## config.mk

```make
export PLATFORM = sky130hd
export DESIGN_NAME = etp_cordic_step
export DESIGN_NICKNAME = d
export VERILOG_FILES = /design/src/hw/rtl/etp_pkg.sv /design/src/hw/rtl/etp_cordic_step.sv
export SDC_FILE = /design/constraint.sdc
export NUM_CORES = 1
export LEC_CHECK = 0
export BUFFER_PORTS_ARGS = -buffer_cell sky130_fd_sc_hd__buf_2
export CAP_MARGIN = 20
export CORE_ASPECT_RATIO = 0.7
export CORE_MARGIN = 2
export CORE_UTILIZATION = 60
export DETAILED_ROUTE_END_ITERATION = 12
export PLACE_DENSITY_LB_ADDON = 0.12
export SLEW_MARGIN = 10
export SYNTH_ARGS = -nofsm -noshare
export SYNTH_HDL_FRONTEND = slang
export SYNTH_SLANG_ARGS = --single-unit
export TNS_END_PERCENT = 5
```

## constraint.sdc

```tcl
create_clock -name clk -period 6.41 [get_ports clk]
set_clock_uncertainty 0.2 [all_clocks]
set_input_delay 0 -clock clk [delete_from_list [all_inputs] [get_ports clk]]
set_output_delay 0 -clock clk [all_outputs]
set_load 0.005 [all_outputs]
```

## src/hw/rtl/etp_pkg.sv

```systemverilog
`default_nettype none
package etp_pkg;

	localparam int CORDIC_STEPS = 30;
	localparam int NORM_BITS = 30;
	// CORDIC datapath width: magnitudes stay below 2^33 in both rotations
	localparam int CW = 35;
	localparam logic [29:0] INV_GAIN_Q30 = 30'd652032875;

	localparam int DEF_MAX_OUTPUT_SIDE = 4096;
	localparam int DEF_MAX_SOURCE_SIDE = 8192;

	localparam int CFG_AW = 3;
	localparam int CFG_DW = 54;

	localparam logic [CFG_AW-1:0] REG_INV_FOCAL  = 3'd0;
	localparam logic [CFG_AW-1:0] REG_CX_OFFSET  = 3'd1;
	localparam logic [CFG_AW-1:0] REG_CY_OFFSET  = 3'd2;
	localparam logic [CFG_AW-1:0] REG_ROT_ROW0   = 3'd3;
	localparam logic [CFG_AW-1:0] REG_ROT_ROW1   = 3'd4;
	localparam logic [CFG_AW-1:0] REG_ROT_ROW2   = 3'd5;
	localparam logic [CFG_AW-1:0] REG_SRC_WM1    = 3'd6;
	localparam logic [CFG_AW-1:0] REG_SRC_HM1    = 3'd7;

	typedef struct packed {
		logic signed [CW-1:0] re;
		logic signed [CW-1:0] im;
		logic signed [CW-1:0] ang;
	} etp_cvec_t;

	// arctangent of 2^-i in units of 2^-32 turn
	localparam logic [31:0] ATAN_TURNS [CORDIC_STEPS] = '{
		32'h20000000, 32'h12E4051E, 32'h09FB385B, 32'h051111D4, 32'h028B0D43,
		32'h0145D7E1, 32'h00A2F61E, 32'h00517C55, 32'h0028BE53, 32'h00145F2F,
		32'h000A2F98, 32'h000517CC, 32'h00028BE6, 32'h000145F3, 32'h0000A2FA,
		32'h0000517D, 32'h000028BE, 32'h0000145F, 32'h00000A30, 32'h00000518,
		32'h0000028C, 32'h00000146, 32'h000000A3, 32'h00000051, 32'h00000029,
		32'h00000014, 32'h0000000A, 32'h00000005, 32'h00000003, 32'h00000001
	};

endpackage
`default_nettype wire

```

## src/hw/rtl/etp_cordic_step.sv

```systemverilog
`default_nettype none
module etp_cordic_step #(
	parameter int SHIFT = 0,
	parameter int PW = 1
) (
	input  logic                clk,
	input  logic                ld,
	input  etp_pkg::etp_cvec_t  vec_in,
	input  logic [PW-1:0]       side_in,
	output etp_pkg::etp_cvec_t  vec_out,
	output logic [PW-1:0]       side_out
);
	import etp_pkg::*;

	logic signed [CW-1:0] dr;
	logic signed [CW-1:0] di;
	logic signed [CW-1:0] atan_ext;
	etp_cvec_t            nxt;

	// floor shift of a signed value is an arithmetic shift
	assign dr = $signed(vec_in.im) >>> SHIFT;
	assign di = $signed(vec_in.re) >>> SHIFT;
	assign atan_ext = $signed({{(CW-32){1'b0}}, ATAN_TURNS[SHIFT]});

	always_comb begin
		if (!vec_in.im[CW-1]) begin
			nxt.re  = vec_in.re + dr;
			nxt.im  = vec_in.im - di;
			nxt.ang = vec_in.ang + atan_ext;
		end else begin
			nxt.re  = vec_in.re - dr;
			nxt.im  = vec_in.im + di;
			nxt.ang = vec_in.ang - atan_ext;
		end
	end

	always_ff @(posedge clk) begin
		if (ld) begin
			vec_out  <= nxt;
			side_out <= side_in;
		end
	end

endmodule
`default_nettype wire
```

==> results.py, run 1 <==
metrics = {
    "placement": {
        "gp_congestion": 1.01,
        "dp.final_hpwl_um": 23400,
        "placedInstanceArea_um2": 10800,
        "dp_cells": 1467,
        "port-buffer-count": 213,
    },
    "routing": {
        "drt_first_pass_iters": 5,
        "m1WireLength_um": 13500,
        "routed_wl_um": 31400,
        "top_layer": "met5",
        "routed-wl-met3_um": 3970,
        "wl_per_cell_um": 20.6,
        "vias": 9549,
        "detail-route-antenna-nets": 0,
        "drtIter0Drc": 1322,
        "viasPerCell": 6.25,
        "drc_errors": 0,
        "routed-wl-met2_um": 13300,
    },
    "yosys": {
        "yosysSeqAreaShare": 0.327,
        "yosysUniqueCellTypes": 71,
        "synthArstFlopShare": 0,
        "syn_inst": 1101,
        "synth_edf_count": 105,
        "mappedNetlistArea_um2": 9660,
        "syn_avg_cell_area_um2": 8.77,
        "synth_warnings": 0,
        "synth_ff_type": "edfxtp_1",
        "yosys.area.top_type": "edfxtp_1",
        "synth_top_area_share": 0.327,
        "ys_ff_latch": 105,
        "synth_nets": 1321,
        "synth_area_leaders": "edfxtp_1, ha_1, a21oi_1",
    },
    "global_route": {
        "grt_pass1_wl_um": 47000,
        "grt.total_usage": 0.357,
        "grt_pass1_vias": 8577,
        "overflow": 0,
        "grt_max_degree": 84,
        "antenna_found_initial": 1,
    },
    "timing": {
        "min_period_ps": 3820,
        "rsz0062_at_grt": "no",
        "setup_viol_count_final": 0,
        "worst_pin_slew_ps": 1050,
        "tns_ps": 0,
        "hold_viol": 0,
        "slew_headroom": 0.296,
        "timing.fmax_mhz": 262,
        "finalCritPeriodShare": 0.597,
        "final-max-slew-violation-count": 0,
    },
    "clock_network": {
        "clk_pin_slew_ps": 90,
        "numCtsBuffers": 9,
        "cts_tree": "done",
        "cts_resized": 0,
        "cts_sinks": 105,
        "cts_post_setup_buffers_inserted": 0,
        "root_buffer": "clkbuf_16",
        "htreeDepth": 3,
        "max-clock-path-buffers": 2,
    },
    "floorplan": {
        "die_w_um": 156,
        "die_h_um": 110,
        "fp-row-count": 38,
        "initial_core_util": 0.619,
        "core-area_um2": 15600,
        "io_pins": 214,
        "dieArea_um2": 17100,
    },
    "critical_path": {
        "arrival_ps": 3750,
        "crit_type": "input pin to flip-flop",
        "slowest_delay_ps": 600,
        "crit_fanout": 5,
        "critPathRequiredTime_ps": 6330,
        "end_kind": "flip-flop",
        "worstPathCellList": "dlygate4sd3_1, buf_2, ha_1, inv_1, fa_1, or3_4, a31oi_4, o211a_4, o21ai_2, a21oi_2, a41oi_1, o31ai_1, o21ai_0, xnor2_1",
        "crit_path_top_delay_cell": "o31ai_1",
        "start_kind": "input pin",
    },
    "pwr": {
        "peakVddDrop_v": 0.000130,
        "power.leakage_nw": 5.21,
        "power_density_nw_per_um2": 208,
    },
    "cells_and_area": {
        "syn2layout_area_growth_pct": 19.4,
        "drive_above_1_share": 0.197,
        "fin_cells": 1527,
        "nNetsFinal": 1542,
        "final_util": 0.739,
        "diodes": 0,
        "final_area_um2": 11500,
    },
    "worst_hold_path": {
        "min_path_cells": 3,
        "hold_class": "input pin to flip-flop",
    },
    "job": {
        "drv_cap": 0,
    },
    "run_status": {
        "status": "complete, no violations",
    },
}
==> critical path: cells and delay by family <==
family          cells  cell delay (ps)
simple gates        1              370
fa+ha+maj           2              600
compound gates      7             1870
buf+inv             3              720
xor+xnor            1              180
==> cell usage after synthesis (6+ instances only) <==
| library cell | number |
|---|---|
| nor2_1 | 95 |
| nor4_1 | 9 |
| xor2_1 | 10 |
| a211oi_1 | 12 |
| o221ai_1 | 6 |
| nor3_1 | 14 |
| or2_2 | 6 |
| o31ai_1 | 9 |
| nor2b_1 | 8 |
| clkbuf_1 | 23 |
| nand2_1 | 65 |
| buf_2 | 15 |
| inv_1 | 110 |
| o22ai_1 | 6 |
| a21oi_1 | 126 |
| xnor2_1 | 60 |
| a21o_1 | 32 |
| ha_1 | 108 |
| nand3_1 | 16 |
| edfxtp_1 | 105 |
| o211ai_1 | 7 |
| a31oi_1 | 8 |
| buf_1 | 8 |
| o21a_1 | 6 |
| nand4_1 | 17 |
| o21ai_0 | 71 |
| nand2b_1 | 18 |
| o21bai_1 | 22 |
| mux2i_1 | 15 |
==> timing repair <==
| action | in CTS | in global routing |
|---|---|---|
| setup endpoints to repair | 0 | 0 |
| hold endpoints to repair | 75 | 0 |
| hold buffers | 44 | 0 |
==> cell usage in the layout (no fill, tap or decap), types with 5 or more instances in the layout <==
cell type / Yosys / final
o21ai_0: 71 / 71
dlygate4sd3_1: 0 / 44
or3_1: 5 / 5
a311oi_1: 5 / 5
o221ai_1: 6 / 6
o211ai_1: 7 / 7
a211oi_1: 12 / 12
inv_1: 110 / 110
buf_2: 15 / 212
o21bai_1: 22 / 22
a31oi_1: 8 / 8
nand2b_1: 18 / 18
xnor2_1: 60 / 60
nor3_1: 14 / 14
o31ai_1: 9 / 9
nor2_1: 95 / 95
a21oi_1: 126 / 126
o21a_1: 6 / 6
ha_1: 108 / 108
o22ai_1: 6 / 6
a21o_1: 32 / 32
nand3_1: 16 / 16
nor4_1: 9 / 9
clkinv_1: 5 / 5
clkbuf_16: 0 / 9
nor2b_1: 8 / 8
edfxtp_1: 105 / 105
or2_2: 6 / 6
nand2_1: 65 / 65
and3_1: 5 / 5
nand4_1: 17 / 17
mux2i_1: 15 / 15
xor2_1: 10 / 10
==> cell families after synthesis <==
family	count (synthesis)	synth area share
buf+inv	165	0.0680
simple gates	270	0.134
xor+xnor	70	0.0635
fa+ha+maj	112	0.148
mux	16	0.0167
compound gates	363	0.243
flops	105	0.327
==> layout make-up <==
cell class | instances | area (um^2)
clock inverters | 7 | 93.8
clock buffers | 9 | 225
flip-flops and latches | 105 | 3150
multi-input cells | 831 | 5850
inverters | 115 | 432
fillers | 1165 | 4060
well taps | 200 | 250
repair buffers | 260 | 1530
==> power breakdown <==
part           internal, mW  switching [mW]  leakage [nW]
Sequential            0.886          0.0303          1.03
Combinational         0.350           0.537          4.03
Clock                 0.283           0.311         0.154
==> registers in the layout, summed over array words and instances, names as in the netlist <==
register / count
side_out: 1
vec_out: 104
==> path summary, 6_finish.rpt <==
kind / to / from / slack [ps]
worst max-delay path: vec_out[100] / vec_in[70] / 2590
worst min-delay path: vec_out[68] / vec_in[103] / 90
==> metal layers <==
layer  GRT usage  vias up
li1            -     4382
met1       0.523     4471
met2       0.529      638
met3      0.0934       56
met4      0.0819        2
met5           0        -
==> metrics by stage <==
step,worst slack [ps],power [mW],hold WS [ps]
floorplan,3690,1.44,-101
global placement,2840,1.74,-23.8
detailed placement,2900,1.75,-21.3
CTS,2790,2.36,70.5
global route,2450,2.50,103
finish,2590,2.40,91.5
No activity file was read; power rests on OpenSTA's default activity.
==> inputs of run 2 (changes only) <==
- CORE_UTILIZATION: 60 -> 51
- clock period: 6.41 -> 3.4 ns (I/O delays scaled with it)
==> run 2 against run 1 <==
Net effect: global-route usage fell by 5.6 points; highest routed layer is now met4; sequential share of layout area shrank 1.3 points; combinational power is 100% higher; sequential cell count unchanged; wire length down 1.8%; largest cell class unchanged; critical path depth shrank 1; clock power increased by 89%; utilization fell by 9.3 points; first-iteration DRC count down 13%.
==> results.py, run 2 (synthesis gave the netlist of run 1 again) <==
metrics = {
    "pwr": {
        "intPower_mw": 2.95,
        "switching_share": 0.360,
        "switching_power_mw": 1.66,
        "peakVddDrop_v": 0.000247,
        "power.share.clock": 0.244,
        "p_comb_frac": 0.384,
        "pwr-share-seq": 0.373,
        "power.leakage_nw": 5.52,
        "power_density_nw_per_um2": 381,
    },
    "cells_and_area": {
        "nNetsFinal": 1605,
        "final_cell_mix": "buf_2, a21oi_1, inv_1, ha_1, edfxtp_1",
        "final_area_um2": 12100,
        "largest_reg_flops": 104,
        "final_common_cell": "buf_2",
        "diodes": 0,
        "final_util": 0.646,
        "syn2layout_area_growth_pct": 25.1,
        "largestRegisters": "vec_out: 104 flops, side_out: 1 flops",
        "largest_register": "vec_out",
        "n_fill_cell": 1643,
        "drive_above_1_share": 0.235,
    },
    "clock_network": {
        "cts_sinks": 105,
        "clk_pin_slew_ps": 90,
        "cts_tree": "done",
        "numCtsBuffers": 9,
        "root_buffer": "clkbuf_16",
        "cts_post_setup_buffers_inserted": 0,
        "max-clock-path-buffers": 2,
        "htreeDepth": 3,
    },
    "critical_path": {
        "crit_type": "input pin to flip-flop",
        "critPathRequiredTime_ps": 3310,
        "arrival_ps": 3200,
        "end_kind": "flip-flop",
        "start_kind": "input pin",
        "crit_fanout": 8,
    },
    "run_status": {
        "status": "complete, no violations",
    },
    "global_route": {
        "grt_max_degree": 83,
        "antenna_found_initial": 0,
        "grt.total_usage": 0.301,
        "grt_pass1_wl_um": 47400,
        "grt_pass1_vias": 8803,
        "overflow": 0,
    },
    "placement": {
        "gp_congestion": 0.984,
        "port-buffer-count": 213,
        "placedInstanceArea_um2": 11300,
        "dp.final_hpwl_um": 24100,
    },
    "timing": {
        "rsz0062_at_grt": "yes",
        "hold_viol": 0,
        "final-max-slew-violation-count": 0,
        "finalCritPeriodShare": 0.967,
        "holdWs_ps": 18.1,
        "worst_pin_slew_ps": 877,
        "setup_viol_count_final": 0,
        "timing.fmax_mhz": 304,
        "min_period_ps": 3290,
        "slew_headroom": 0.407,
    },
    "worst_hold_path": {
        "hold_class": "input pin to flip-flop",
        "min_path_cells": 3,
    },
    "floorplan": {
        "die_h_um": 119,
        "io_pins": 214,
        "die_w_um": 168,
        "core-area_um2": 18700,
        "fp-row-count": 42,
        "initial_core_util": 0.516,
        "dieArea_um2": 20100,
    },
    "routing": {
        "viasPerCell": 5.80,
        "detail-route-antenna-nets": 0,
        "wl_per_cell_um": 18.9,
        "routed_wl_um": 30800,
        "drt_first_pass_iters": 6,
        "drtIter0Drc": 1144,
        "vias": 9463,
        "drc_errors": 0,
    },
    "job": {
        "drv_cap": 0,
    },
}
[run 2: cell count changes in the layout (fill, tap and decap cells not counted), sizes merged]
cell / delta
buf: +63
inv: -1
clkinv: +1
[run 2: per-stage QoR]
stage                     power, mW  setup WS [ps]  TNS [ps]  std cells
after floorplan                2.72            676         0       1101
after global placement         3.40           30.0         0       1572
after detailed placement       3.41           51.4         0       1572
after CTS                      4.59            111         0       1632
after global routing           4.83          -7.97     -15.1       1632
final                          4.61            111         0       1632
[run 2: final timing paths]
check / slack [ps] / end / from
setup / recovery: 110 / vec_out[62] / vec_in[76]
hold / removal: 20 / vec_out[71] / vec_in[36]
[run 2: power by group through the flow]
stage	clock network (mW)	registers, mW	logic (mW)
floorplan	0	1.77	0.946
global placement	0	1.74	1.66
detailed placement	0	1.75	1.67
CTS	1.14	1.72	1.73
global route	1.19	1.73	1.91
finish	1.12	1.72	1.77
[run 2: critical path: stages]
cell and delay (ps):
dlygate4sd3_1 530, buf_2 140, ha_1 350, buf_4 200, nand2_1 140, a211oi_2 320, o21ai_0 260, a32oi_1 300
buf_4 190, nand2_1 100, a211o_1 320, a22oi_1 260, xnor2_1 100
[run 2: layout make-up]
class                      instances  area, um^2  area share
multi-input combinational        831        5860       0.485
sequential                       105        3150       0.261
clock buffer                       9         225      0.0186
inverter                         115         432      0.0357
tap                              242         303      0.0251
clock inverter                     7        98.8     0.00818
timing repair buffer             323        2020       0.167
[run 2: per-layer routing]
layer | part of all wire | up-vias | GRT usage | wire (um)
met1 | 0.47 | 4391 | 0.462 | 14600
met2 | 0.40 | 536 | 0.428 | 12500
li1 | - | 4505 | - | -
met5 | 0 | - | 0 | 0
met4 | 0.011 | 0 | 0.0528 | 346
met3 | 0.11 | 31 | 0.0761 | 3450
[run 2: timing repair]
action | in CTS | in global routing
endpoints found under the hold margin | 77 | 0
gates resized for setup | 0 | 3
endpoints found under the setup margin | 0 | 6
hold buffers | 44 | 0
